--- src/rtl/cdd_pkg.sv ---
// ----------------------------------------------------------------------------
// Civil date unit package
// Shared codes, calendar constants, reciprocal multipliers and the month
// table used across the civil date / day number pipeline.
// ----------------------------------------------------------------------------
package cdd_pkg;

	localparam int NUM_STAGES = 12;

	localparam logic [1:0] CMD_TO_DAYS  = 2'd0;
	localparam logic [1:0] CMD_TO_DATE  = 2'd1;
	localparam logic [1:0] CMD_ADD_DAYS = 2'd2;
	localparam logic [1:0] CMD_DIFF     = 2'd3;

	localparam logic [1:0] STATUS_OK         = 2'd0;
	localparam logic [1:0] STATUS_BAD_DATE   = 2'd1;
	localparam logic [1:0] STATUS_YEAR_RANGE = 2'd2;

	localparam longint EPOCH_SHIFT  = 719468;
	localparam longint DAYS_PER_ERA = 146097;

	// Whole eras added to the year so that every year seen is positive.
	localparam longint YEAR_ERAS = 83;
	localparam longint YEAR_BIAS = YEAR_ERAS * 400;
	localparam longint DAYS_BIAS = EPOCH_SHIFT + YEAR_ERAS * DAYS_PER_ERA;

	// Whole eras added to the day count so that the era division sees
	// an unsigned dividend for every possible day number and offset.
	localparam longint ERA_BIAS = 14800;
	localparam longint Z_BIAS   = ERA_BIAS * DAYS_PER_ERA + EPOCH_SHIFT;

	localparam logic [17:0] ERA_DAYS     = 18'(DAYS_PER_ERA);
	localparam logic [17:0] ERA_LAST_DAY = 18'(DAYS_PER_ERA - 1);

	// Rounded-up reciprocals, exact for dividends below 2^16 (2^18 for the
	// last one). The era reciprocal is rounded down and followed by one
	// correction step.
	localparam logic [16:0] RECIP_25     = 17'(((64'd1 << 21) + 64'd24) / 64'd25);
	localparam logic [16:0] RECIP_365_16 = 17'(((64'd1 << 25) + 64'd364) / 64'd365);
	localparam logic [16:0] RECIP_9131   = 17'(((64'd1 << 30) + 64'd9130) / 64'd9131);
	localparam logic [18:0] RECIP_365_18 = 19'(((64'd1 << 27) + 64'd364) / 64'd365);
	localparam logic [28:0] RECIP_ERA    = 29'((64'd1 << 46) / 64'd146097);

	typedef struct packed {
		logic [1:0]         cmd;
		logic               bad;
		logic signed [31:0] days;
	} side_t;

	// First day of year for each month, counted from March.
	function automatic logic [8:0] month_start(input logic [3:0] mp);
		logic [8:0] s;
		case (mp)
			4'd0:    s = 9'd0;
			4'd1:    s = 9'd31;
			4'd2:    s = 9'd61;
			4'd3:    s = 9'd92;
			4'd4:    s = 9'd122;
			4'd5:    s = 9'd153;
			4'd6:    s = 9'd184;
			4'd7:    s = 9'd214;
			4'd8:    s = 9'd245;
			4'd9:    s = 9'd275;
			4'd10:   s = 9'd306;
			4'd11:   s = 9'd337;
			default: s = 9'd0;
		endcase
		return s;
	endfunction

endpackage

--- src/rtl/cdd_to_days.sv ---
// ----------------------------------------------------------------------------
// Date to day number
// Three pipeline stages: year bias and day of year, division of the year by
// one hundred, and the final sum of the leap-day terms.
// ----------------------------------------------------------------------------
module cdd_to_days (
	input  logic               clk,
	input  logic [2:0]         en,
	input  logic signed [15:0] year,
	input  logic [3:0]         month,
	input  logic [4:0]         day,
	output logic signed [31:0] days,
	output logic               ok
);

	localparam longint YEAR_BIAS_C = cdd_pkg::YEAR_BIAS;

	logic        early;
	logic [3:0]  mp;
	logic [17:0] ysum;
	logic [8:0]  doy;
	logic        date_ok;

	logic [16:0] yp_s1;
	logic [8:0]  doy_s1;
	logic        ok_s1;

	logic [31:0] prod2;
	logic [16:0] yp_s2;
	logic [10:0] q100_s2;
	logic [8:0]  doy_s2;
	logic        ok_s2;

	logic [31:0] acc3;
	logic signed [31:0] days_s3;
	logic        ok_s3;

	// January and February count as months of the previous year.
	always_comb begin
		early   = (month <= 4'd2);
		mp      = early ? (month + 4'd9) : (month - 4'd3);
		ysum    = {{2{year[15]}}, year} - {17'd0, early} + 18'(YEAR_BIAS_C);
		doy     = cdd_pkg::month_start(mp) + {4'd0, day} - 9'd1;
		date_ok = (month >= 4'd1) && (month <= 4'd12) && (day >= 5'd1);
	end

	always_ff @(posedge clk) begin
		if (en[0]) begin
			yp_s1  <= ysum[16:0];
			doy_s1 <= doy;
			ok_s1  <= date_ok;
		end
	end

	assign prod2 = 32'(yp_s1[16:2]) * 32'(cdd_pkg::RECIP_25);

	always_ff @(posedge clk) begin
		if (en[1]) begin
			yp_s2   <= yp_s1;
			q100_s2 <= prod2[31:21];
			doy_s2  <= doy_s1;
			ok_s2   <= ok_s1;
		end
	end

	// 365*y + y/4 - y/100 + y/400 + day of year, less the bias.
	assign acc3 = 32'(yp_s2) * 32'd365 + 32'(yp_s2[16:2]) - 32'(q100_s2)
		+ 32'(q100_s2[10:2]) + 32'(doy_s2) - 32'(cdd_pkg::DAYS_BIAS);

	always_ff @(posedge clk) begin
		if (en[2]) begin
			days_s3 <= signed'(acc3);
			ok_s3   <= ok_s2;
		end
	end

	assign days = days_s3;
	assign ok   = ok_s3;

endmodule

--- src/rtl/cdd_era_split.sv ---
// ----------------------------------------------------------------------------
// Era split
// Four pipeline stages: command decode and biased day count, reciprocal
// estimate of the era, remainder, and a single correction step.
// ----------------------------------------------------------------------------
module cdd_era_split (
	input  logic                clk,
	input  logic [3:0]          en,
	input  logic [1:0]          cmd,
	input  logic signed [31:0]  day_value,
	input  logic signed [31:0]  days_a,
	input  logic signed [31:0]  days_b,
	input  logic                ok_a,
	input  logic                ok_b,
	output logic [17:0]         doe,
	output logic signed [15:0]  era,
	output cdd_pkg::side_t      side
);

	logic signed [32:0] z;
	logic [32:0]        n;
	cdd_pkg::side_t     side4;

	logic [32:0]    n_s4;
	cdd_pkg::side_t side_s4;

	logic [47:0]    prod5;
	logic [32:0]    n_s5;
	logic [15:0]    qe_s5;
	cdd_pkg::side_t side_s5;

	logic [33:0]    prod6;
	logic [33:0]    rem6;
	logic [18:0]    r_s6;
	logic [15:0]    qe_s6;
	cdd_pkg::side_t side_s6;

	logic           wrap;
	logic [18:0]    r_fix;
	logic [15:0]    q_fix;
	logic [17:0]    doe_s7;
	logic signed [15:0] era_s7;
	cdd_pkg::side_t side_s7;

	always_comb begin
		z = (cmd == cdd_pkg::CMD_TO_DATE) ? 33'(day_value) : (33'(days_a) + 33'(day_value));
		// The bias keeps the dividend positive; the true value always fits.
		n = 33'(z) + 33'(cdd_pkg::Z_BIAS);
		side4.cmd = cmd;
		case (cmd) inside
			cdd_pkg::CMD_TO_DAYS, cdd_pkg::CMD_ADD_DAYS: side4.bad = !ok_a;
			cdd_pkg::CMD_DIFF:                           side4.bad = !(ok_a && ok_b);
			default:                                     side4.bad = 1'b0;
		endcase
		side4.days = (cmd == cdd_pkg::CMD_DIFF) ? (days_b - days_a) : days_a;
	end

	always_ff @(posedge clk) begin
		if (en[0]) begin
			n_s4    <= n;
			side_s4 <= side4;
		end
	end

	// The estimate is never above the true quotient and at most one below.
	assign prod5 = 48'(n_s4[32:14]) * 48'(cdd_pkg::RECIP_ERA);

	always_ff @(posedge clk) begin
		if (en[1]) begin
			n_s5    <= n_s4;
			qe_s5   <= prod5[47:32];
			side_s5 <= side_s4;
		end
	end

	assign prod6 = 34'(qe_s5) * 34'(cdd_pkg::ERA_DAYS);
	assign rem6  = 34'(n_s5) - prod6;

	always_ff @(posedge clk) begin
		if (en[2]) begin
			r_s6    <= rem6[18:0];
			qe_s6   <= qe_s5;
			side_s6 <= side_s5;
		end
	end

	always_comb begin
		wrap  = (r_s6 >= 19'(cdd_pkg::DAYS_PER_ERA));
		r_fix = wrap ? (r_s6 - 19'(cdd_pkg::DAYS_PER_ERA)) : r_s6;
		q_fix = qe_s6 + 16'(wrap);
	end

	always_ff @(posedge clk) begin
		if (en[3]) begin
			doe_s7  <= r_fix[17:0];
			era_s7  <= signed'(q_fix - 16'(cdd_pkg::ERA_BIAS));
			side_s7 <= side_s6;
		end
	end

	assign doe  = doe_s7;
	assign era  = era_s7;
	assign side = side_s7;

endmodule

--- src/rtl/cdd_to_date.sv ---
// ----------------------------------------------------------------------------
// Day of era to civil date
// Five pipeline stages: leap corrections, corrected day count, year of era,
// day of year, and month lookup with the result formatting. The last stage
// is the output register.
// ----------------------------------------------------------------------------
module cdd_to_date (
	input  logic                clk,
	input  logic [4:0]          en,
	input  logic [17:0]         doe,
	input  logic signed [15:0]  era,
	input  cdd_pkg::side_t      side,
	output logic signed [15:0]  out_year,
	output logic [3:0]          out_month,
	output logic [4:0]          out_day,
	output logic signed [31:0]  out_days,
	output logic [1:0]          status
);

	logic [32:0] pr1;
	logic [32:0] pr2;
	logic [6:0]  p1_s8;
	logic [2:0]  p2_s8;
	logic        last_s8;
	logic [17:0] doe_s8;
	logic signed [15:0] era_s8;
	cdd_pkg::side_t side_s8;

	logic [17:0] num;
	logic [17:0] num_s9;
	logic [17:0] doe_s9;
	logic signed [15:0] era_s9;
	cdd_pkg::side_t side_s9;

	logic [36:0] pr10;
	logic [8:0]  yoe_s10;
	logic [17:0] doe_s10;
	logic signed [15:0] era_s10;
	cdd_pkg::side_t side_s10;

	logic [1:0]  c100;
	logic [17:0] ydays;
	logic [17:0] doy_full;
	logic [8:0]  doy_s11;
	logic [8:0]  yoe_s11;
	logic signed [15:0] era_s11;
	cdd_pkg::side_t side_s11;

	logic [3:0]  mp;
	logic        jan_feb;
	logic [3:0]  month;
	logic [8:0]  dom;
	logic [4:0]  dnum;
	logic signed [31:0] yr;
	logic        range_bad;

	logic signed [15:0] year_d;
	logic [3:0]  month_d;
	logic [4:0]  day_d;
	logic signed [31:0] days_d;
	logic [1:0]  status_d;

	logic signed [15:0] year_s12;
	logic [3:0]  month_s12;
	logic [4:0]  day_s12;
	logic signed [31:0] days_s12;
	logic [1:0]  status_s12;

	// doe/1460 and doe/36524 as (doe/4)/365 and (doe/4)/9131.
	assign pr1 = 33'(doe[17:2]) * 33'(cdd_pkg::RECIP_365_16);
	assign pr2 = 33'(doe[17:2]) * 33'(cdd_pkg::RECIP_9131);

	always_ff @(posedge clk) begin
		if (en[0]) begin
			p1_s8   <= pr1[31:25];
			p2_s8   <= pr2[32:30];
			last_s8 <= (doe == cdd_pkg::ERA_LAST_DAY);
			doe_s8  <= doe;
			era_s8  <= era;
			side_s8 <= side;
		end
	end

	assign num = doe_s8 - 18'(p1_s8) + 18'(p2_s8) - 18'(last_s8);

	always_ff @(posedge clk) begin
		if (en[1]) begin
			num_s9  <= num;
			doe_s9  <= doe_s8;
			era_s9  <= era_s8;
			side_s9 <= side_s8;
		end
	end

	assign pr10 = 37'(num_s9) * 37'(cdd_pkg::RECIP_365_18);

	always_ff @(posedge clk) begin
		if (en[2]) begin
			yoe_s10  <= pr10[35:27];
			doe_s10  <= doe_s9;
			era_s10  <= era_s9;
			side_s10 <= side_s9;
		end
	end

	// The year of era is below 400, so its hundreds come from compares.
	always_comb begin
		if (yoe_s10 >= 9'd300) begin
			c100 = 2'd3;
		end else if (yoe_s10 >= 9'd200) begin
			c100 = 2'd2;
		end else if (yoe_s10 >= 9'd100) begin
			c100 = 2'd1;
		end else begin
			c100 = 2'd0;
		end
		ydays    = 18'(yoe_s10) * 18'd365 + 18'(yoe_s10[8:2]) - 18'(c100);
		doy_full = doe_s10 - ydays;
	end

	always_ff @(posedge clk) begin
		if (en[3]) begin
			doy_s11  <= doy_full[8:0];
			yoe_s11  <= yoe_s10;
			era_s11  <= era_s10;
			side_s11 <= side_s10;
		end
	end

	always_comb begin
		mp = 4'd0;
		for (int k = 1; k < 12; k++) begin
			if (doy_s11 >= cdd_pkg::month_start(4'(k))) begin
				mp = 4'(k);
			end
		end
		jan_feb   = (mp >= 4'd10);
		month     = jan_feb ? (mp - 4'd9) : (mp + 4'd3);
		dom       = doy_s11 - cdd_pkg::month_start(mp);
		dnum      = dom[4:0] + 5'd1;
		yr        = 32'(era_s11) * 32'sd400 + $signed({23'd0, yoe_s11})
			+ $signed({31'd0, jan_feb});
		range_bad = (yr < -32'sd32768) || (yr > 32'sd32767);
	end

	always_comb begin
		year_d   = '0;
		month_d  = '0;
		day_d    = '0;
		days_d   = '0;
		status_d = cdd_pkg::STATUS_OK;
		case (side_s11.cmd) inside
			cdd_pkg::CMD_TO_DAYS, cdd_pkg::CMD_DIFF: begin
				if (side_s11.bad) begin
					status_d = cdd_pkg::STATUS_BAD_DATE;
				end else begin
					days_d = side_s11.days;
				end
			end
			default: begin
				if (side_s11.bad) begin
					status_d = cdd_pkg::STATUS_BAD_DATE;
				end else if (range_bad) begin
					status_d = cdd_pkg::STATUS_YEAR_RANGE;
				end else begin
					year_d  = yr[15:0];
					month_d = month;
					day_d   = dnum;
				end
			end
		endcase
	end

	always_ff @(posedge clk) begin
		if (en[4]) begin
			year_s12   <= year_d;
			month_s12  <= month_d;
			day_s12    <= day_d;
			days_s12   <= days_d;
			status_s12 <= status_d;
		end
	end

	assign out_year  = year_s12;
	assign out_month = month_s12;
	assign out_day   = day_s12;
	assign out_days  = days_s12;
	assign status    = status_s12;

endmodule

--- src/rtl/civil_date_day_number_unit_top.sv ---
// Each item passes 12 register stages on its way to the output.
// Throughput: one item per cycle while results are taken; the pipeline of
// reciprocal multipliers and adders sets it, each stage holding one item.
// Each stage stalls only while it and every stage after it hold an item
// and the result is not taken, so bubbles are squeezed out.
// Reset clears the stage valid bits only; the data registers are not reset.
// ----------------------------------------------------------------------------
// Civil date / day number unit
// Converts between proleptic Gregorian dates and day numbers counted from
// 1970-01-01, adds day offsets to dates and counts days between dates.
// ----------------------------------------------------------------------------
module civil_date_day_number_unit_top (
	input  logic               clk,
	input  logic               arst_n,
	input  logic               in_valid,
	output logic               in_ready,
	input  logic [1:0]         cmd,
	input  logic signed [15:0] year_a,
	input  logic [3:0]         month_a,
	input  logic [4:0]         day_a,
	input  logic signed [15:0] year_b,
	input  logic [3:0]         month_b,
	input  logic [4:0]         day_b,
	input  logic signed [31:0] day_value,
	output logic               out_valid,
	input  logic               out_ready,
	output logic signed [15:0] out_year,
	output logic [3:0]         out_month,
	output logic [4:0]         out_day,
	output logic signed [31:0] out_days,
	output logic [1:0]         status
);

	localparam int NS = cdd_pkg::NUM_STAGES;

	logic [NS-1:0] vld_q;
	logic [NS-1:0] vld_in;
	logic [NS-1:0] en;

	logic [1:0]         cmd_s1, cmd_s2, cmd_s3;
	logic signed [31:0] val_s1, val_s2, val_s3;

	logic signed [31:0] days_a;
	logic signed [31:0] days_b;
	logic               ok_a;
	logic               ok_b;

	logic [17:0]        doe;
	logic signed [15:0] era;
	cdd_pkg::side_t     side;

	// A stage may load when there is a hole at or after it, or the output moves.
	for (genvar g = 0; g < NS; g++) begin : g_en
		assign en[g] = out_ready || !(&vld_q[NS-1:g]);
	end

	assign vld_in = {vld_q[NS-2:0], in_valid};

	always_ff @(posedge clk or negedge arst_n) begin
		if (!arst_n) begin
			vld_q <= '0;
		end else begin
			for (int i = 0; i < NS; i++) begin
				if (en[i]) begin
					vld_q[i] <= vld_in[i];
				end
			end
		end
	end

	assign in_ready  = en[0];
	assign out_valid = vld_q[NS-1];

	// Command and offset ride alongside the date conversion stages.
	always_ff @(posedge clk) begin
		if (en[0]) begin
			cmd_s1 <= cmd;
			val_s1 <= day_value;
		end
		if (en[1]) begin
			cmd_s2 <= cmd_s1;
			val_s2 <= val_s1;
		end
		if (en[2]) begin
			cmd_s3 <= cmd_s2;
			val_s3 <= val_s2;
		end
	end

	cdd_to_days u_days_a (
		.clk   (clk),
		.en    (en[2:0]),
		.year  (year_a),
		.month (month_a),
		.day   (day_a),
		.days  (days_a),
		.ok    (ok_a)
	);

	cdd_to_days u_days_b (
		.clk   (clk),
		.en    (en[2:0]),
		.year  (year_b),
		.month (month_b),
		.day   (day_b),
		.days  (days_b),
		.ok    (ok_b)
	);

	cdd_era_split u_era (
		.clk       (clk),
		.en        (en[6:3]),
		.cmd       (cmd_s3),
		.day_value (val_s3),
		.days_a    (days_a),
		.days_b    (days_b),
		.ok_a      (ok_a),
		.ok_b      (ok_b),
		.doe       (doe),
		.era       (era),
		.side      (side)
	);

	cdd_to_date u_date (
		.clk       (clk),
		.en        (en[11:7]),
		.doe       (doe),
		.era       (era),
		.side      (side),
		.out_year  (out_year),
		.out_month (out_month),
		.out_day   (out_day),
		.out_days  (out_days),
		.status    (status)
	);

endmodule

--- config.mk ---
export PLATFORM = sky130hd
export DESIGN_NAME = civil_date_day_number_unit_top
export DESIGN_NICKNAME = d
export VERILOG_FILES = /design/src/rtl/cdd_pkg.sv /design/src/rtl/cdd_to_days.sv /design/src/rtl/cdd_era_split.sv /design/src/rtl/cdd_to_date.sv /design/src/rtl/civil_date_day_number_unit_top.sv
export SDC_FILE = /design/constraint.sdc
export NUM_CORES = 2
export LEC_CHECK = 0
export BUFFER_PORTS_ARGS = -buffer_cell sky130_fd_sc_hd__buf_2
export CAP_MARGIN = 20
export CORE_UTILIZATION = 65
export CTS_CLUSTER_SIZE = 20
export DETAILED_ROUTE_END_ITERATION = 12
export PLACE_DENSITY = 0.9
export SYNTH_ARGS = -nofsm -noshare
export SYNTH_HDL_FRONTEND = slang
export SYNTH_HIERARCHICAL = 1
export SYNTH_SLANG_ARGS = --single-unit
--- constraint.sdc ---
create_clock -name clk -period 12.24 [get_ports clk]
set_input_delay 1.224 -clock clk [delete_from_list [all_inputs] [get_ports clk]]
set_output_delay 1.224 -clock clk [all_outputs]
set_load 0.01 [all_outputs]
After elaboration in Yosys (flattened, before gate mapping)
Memories as Yosys holds them, arrays and structs flattened.
Cells that the tools add are included.
- register bits: 942
- latch bits: 0
- memory bits (writable): 0
- bits in read-only memories: 432
- input bits: 88
- output and inout port bits: 61
- word-level logic and storage cells: 248
- memories: 3
- memories (memory ; depth ; bits a word ; read ports ; clocked after Yosys merged registers in ; write ports ; line ; RTL):
    (no name shown) ; 16 ; 9 ; 1 ; 0 ; 0 ; cdd_pkg.sv:53 ; case (mp)
    (no name shown) ; 16 ; 9 ; 1 ; 0 ; 0 ; cdd_pkg.sv:53 ;
    (no name shown) ; 16 ; 9 ; 1 ; 0 ; 0 ; cdd_pkg.sv:53 ;
- $add $sub $neg: 41
- $mul: 11
- div/mod/pow operators: 0
- $lt $le $gt $ge: 26
- eq/ne operators: 5
- shifts and indexed selects: 0
- multiplexer cells: 26
- bitwise logic cells: 1
- reductions and logical operators: 49
- operators with widths (kind ; count):
    $add 32x9->32 ; 4
    $mul 15x17->32 const B ; 2
    $sub 32x11->32 ; 2
    $sub 32x24->32 const B ; 2
    $add 26x15->27 ; 2
    $mul 17x9->26 const B ; 2
    $mux 4 ; 13
    $mul 19x28->47 const B ; 1
    $ge 9x8->1 const B ; 5
    $ge 9x9->1 const B ; 4
    $add 17x16->17 const B ; 2
    $sub 16x2->17 ; 2
    $add 32x32->33 ; 1
    $add 33x33->33 const B ; 1
    $mul 18x16->33 const B ; 1
    $mux 33 ; 1
    $add 32x10->32 ; 1
    $add 32x2->32 ; 1
    $gt 32x16->1 const B ; 1
    $lt 32x16->1 const B ; 1
    $mul 16x16->32 const B ; 1
    $mux 32 ; 1
    $sub 32x32->32 ; 1
    $mul 16x16->31 const B ; 1
    other kinds (54) ; 106

Longest topological paths before layout
- word-level depth: 19
- depth in mapped cells: 31
- gate-level depth less buffers: 31

Hierarchy
The synthesis kept the hierarchy.
- by module, submodules not included (module ; instances ; cells each ; area each (sq um) ; sequential area each (sq um)):
    cdd_to_date ; 1 ; 2350 ; 29811.1 ; 10660.2
    cdd_era_split ; 1 ; 2346 ; 25683.4 ; 8318.0
    cdd_to_days at u_days_b ; 1 ; 1423 ; 14980.6 ; 2912.8
    cdd_to_days at u_days_a ; 1 ; 1415 ; 14796.7 ; 2912.8
    civil_date_day_number_unit_top ; 1 ; 146 ; 3590.9 ; 3363.2

Worst setup path before layout
Ideal clock, no wire load.
- kind: register to register
- start point: register u_days_b.yp_s2[6]
- end point: register u_days_b.days_s3[27] (netlist: u_days_b/days[27]), data pin
- setup time: 0.265 ns
- arrival: 6.480 ns
- data required time: 11.975 ns
- setup slack: 5.496 ns
- stages on the path, launching flop included: 27
- period minus slack after synthesis: 6.744 ns
- cells stage by stage: edfxtp_1 inv_1 ha_1 fa_1 inv_1 fa_1 fa_1 fa_1 ha_1 a21oi_1 o21ai_0 a31o_2 a21o_1 a21o_1 nand2_1 nand2b_1 xor2_1 ha_1 ha_1 a21oi_1 o21bai_1 a211o_1 a31o_2 a31o_2 a211o_1 a41oi_2 xor2_1
- word-level cells in the longest chain between the ends: 6
- ends and longest elaborated chain (element ; line ; RTL):
    start, declared ; cdd_to_days.sv:29 ; logic [16:0] yp_s2;
    start signal, assigned ; cdd_to_days.sv:59 ; yp_s2 <= yp_s1;
    $mul 17x9->26 ; cdd_to_days.sv:67 ; assign acc3 = 32'(yp_s2) * 32'd365 + 32'(yp_s2[16:2]) - 32'(q100_s2)
    $add 26x15->27 * ; cdd_to_days.sv:67 ;
    $sub 32x11->32 * ; cdd_to_days.sv:67 ;
    $add 32x9->32 * (2 in a row) ; cdd_to_days.sv:68 ; + 32'(q100_s2[10:2]) + 32'(doy_s2) - 32'(cdd_pkg::DAYS_BIAS);
    $sub 32x24->32 * ; cdd_to_days.sv:68 ;
    net u_days_b.acc3[27] ; cdd_to_days.sv:34 ; logic [31:0] acc3;
    end signal, assigned ; cdd_to_days.sv:72 ; days_s3 <= signed'(acc3);
    end, declared ; cdd_to_days.sv:35 ; logic signed [31:0] days_s3;
Mark *: on every way through the listed nets, which the timed path passes. The rest lies on a longest branch.
A chain may end at the register's enable or synchronous reset.

Final worst setup path
- start point: register u_days_b.yp_s2[10]
- end point: register u_days_b.days_s3[28] (netlist: u_days_b/days[28]), data pin
The elaborated chain is that of the path after synthesis.

==> impl_metrics.env <==
export IMPL_grt_setup_unrepaired="no"
export IMPL_hp_class="in2async"
export IMPL_finalMaxSlewViolations=0
export IMPL_clk_pin_slew_ps=70
export IMPL_syn_nets=10220
export IMPL_ys_async_sr_fraction=0.01277
export IMPL_synth_edf_count=928
export IMPL_avgViaCountPerCell=5.694
export IMPL_cp_slowest_stage_delay_ps=510
export IMPL_utilization=0.7018
export IMPL_drt_iter0_markers=3510
export IMPL_maxCapViolCount=0
export IMPL_grt_remaining_overflow=0
export IMPL_ys_seq_area_frac=0.3170
export IMPL_endpoint_kind="register"
export IMPL_place_detailed_hpwl_um=153500
export IMPL_rows=135
export IMPL_crit_path_start_kind="register"
export IMPL_ant_nets=0
export IMPL_cts_setup_buffers=0
export IMPL_yosys_warnings=6
export IMPL_timing_reg2reg_worst_path_depth=25
export IMPL_grt_pass1_wl_um=305800
export IMPL_grt_max_degree=82
export IMPL_die_w_um=371.7
export IMPL_ys_types=116
export IMPL_clock_root_buffer="clkbuf_16"
export IMPL_syn_avg_cell_area_um2=11.57
export IMPL_drt_pass1_iterations=5
export IMPL_netlist_instances=7680
export IMPL_clk_latency_ps=730
export IMPL_yosysMostFrequentCell="inv_1"
export IMPL_routedWlPerCell_um=19.32
export IMPL_io_pins=149
export IMPL_antenna_found_initial=4
export IMPL_cts_made_buffers=96
export IMPL_postCtsHoldBufs=0
export IMPL_worstMarginPinSlew_ps=1156
export IMPL_cts_resized=0
export IMPL_slowest_stage="fa_1"
export IMPL_max_freq_ghz=0.1355
export IMPL_die_y_um=371.7
export IMPL_cts_sinks=940
export IMPL_final_nets=10440
export IMPL_drc=0
export IMPL_initial_core_util=0.6560
export IMPL_required_ps=12830
export IMPL_gp_congestion=1.011
export IMPL_crit_path_frequent_cell="inv_1"
export IMPL_wl_um=188500
export IMPL_grt_pass1_vias=60120
export IMPL_setup_violations=0
export IMPL_yosysTopAreaCellShare=0.3136
export IMPL_hold_violations=0
export IMPL_synth_seq_cells=940
export IMPL_synthTopCellsByArea="edfxtp_1 31%, fa_1 22%, ha_1 21%, inv_1 7.6%, xnor2_1 2.6%"
export IMPL_path_class="reg2reg"
export IMPL_max_slew_margin=0.2295
export IMPL_skew_ps=31.96
export IMPL_io_buffers=148
export IMPL_vias=55570
export IMPL_grt_use_total=0.2815
export IMPL_cp_data_arrival_time_ps=7970
export IMPL_status="complete, no violations"
export IMPL_die_area_mm2=0.1382
export IMPL_synth_area_mm2=0.08886
export IMPL_cts_tree="done"
export IMPL_layout_drive_gt1_share=0.05705
export IMPL_yosys_area_top_type="edfxtp_1"
export IMPL_areaGrowthSynthToFinish_pct=6.987
export IMPL_ys_top_cells_by_count="1,794 x inv_1, 1,500 x ha_1, 956 x fa_1"
export IMPL_synth_main_ff_cell="edfxtp_1"
export IMPL_cts_path_max_buffers=3
export IMPL_cp_max_fo=8
export IMPL_fin_setup_tns_ps=0
export IMPL_min_period_over_period=0.6031
export IMPL_h_tree_depth=3
export IMPL_post_route_min_period_ps=7382
export IMPL_core_mm2=0.1355
[metrics by stage]
stage	area (um^2)	setup WS (ps)	hold slack, ps	instances
floorplan	88860	5496	400.3	7680
global placement	91810	5057	400.8	9576
detailed placement	91810	4870	404.5	9576
CTS	95000	4877	340.6	9753
global route	95070	4362	375.4	9757
finish	95070	4858	387.0	9758
[path summary, 6_finish.rpt]
| kind | end | from | slack [ps] |
|---|---|---|---|
| setup / recovery | u_days_b/days[28] | u_days_b/yp_s2[10] | 4860 |
| hold / removal | vld_q[3] | arst_n | 390 |
| setup reg to reg | u_days_b/days[28] | u_days_b/yp_s2[10] | 4860 |
| hold reg to reg | u_era/side[2] | u_era/side_s6[2] | 400 |
| max in group asynchronous | vld_q[2] | arst_n | 11600 |
| min in group clk | u_era/side[2] | u_era/side_s6[2] | 400 |
[state kept, by name, indices dropped and copies added (netlist names), 33 cells and up]
register,count
u_date/side_s8,35
u_era/side_s4,35
u_era/side_s5,35
u_era/n_s4,33
u_era/side,35
u_date/side_s10,35
u_date/side_s9,35
u_era/side_s6,35
u_date/side_s11,35
[layer usage]
layer | vias up | part of all wire | global-route usage
met5 | - | 0.00014 | 0
met4 | 4 | 0.043 | 0.1129
met3 | 399 | 0.048 | 0.03926
met2 | 1524 | 0.51 | 0.5055
met1 | 27600 | 0.40 | 0.3398
li1 | 26040 | - | -
[layout make-up]
cell class                 instances  area [um^2]
fill                            9070        40400
antenna                            1        2.502
tap                             1781         2228
multi-input combinational       4886        53740
timing repair buffer             177        996.0
inverter                        1796         6746
clock buffer                     115         2495
sequential                       940        28170
clock inverter                    62        691.9
[critical path, delay by kind of cell (launching register included)]
kind,cells,cell delay [ps]
adder cells (fa/ha/maj),8,3290
AND/OR/NAND/NOR,5,1290
buffers and inverters,5,490
XOR/XNOR,1,190
AO/OA/AOI/OAI,6,1500
flip-flops,1,500
[cell usage in the layout (no fill, tap or decap), types with 28 or more instances in the layout]
| master | instances |
|---|---|
| a211oi_1 | 47 |
| o21ai_0 | 189 |
| nand4_1 | 28 |
| o21a_1 | 48 |
| o211ai_1 | 35 |
| nor3_1 | 78 |
| a21oi_1 | 257 |
| and3_1 | 31 |
| xnor2_1 | 260 |
| nor2_1 | 214 |
| a31oi_1 | 35 |
| nand3_1 | 94 |
| nor2b_1 | 42 |
| nand2b_1 | 52 |
| and2_1 | 57 |
| xor2_1 | 140 |
| nand2_1 | 240 |
| inv_1 | 1792 |
| fa_1 | 956 |
| o21bai_1 | 43 |
| ha_1 | 1500 |
| clkbuf_16 | 97 |
| edfxtp_1 | 928 |
| a21o_1 | 112 |
| buf_2 | 148 |
[cell families after synthesis]
family,Yosys count,share of synthesized area
buf+inv,1854,0.07909
flops,940,0.3170
fa+ha+maj,2456,0.4266
simple gates,1013,0.05898
mux,24,0.002760
xor+xnor,401,0.03961
compound gates,992,0.07602
Power is not shown: default switching activity piles up to over one toggle a cycle in this logic, so the estimate is an artifact.
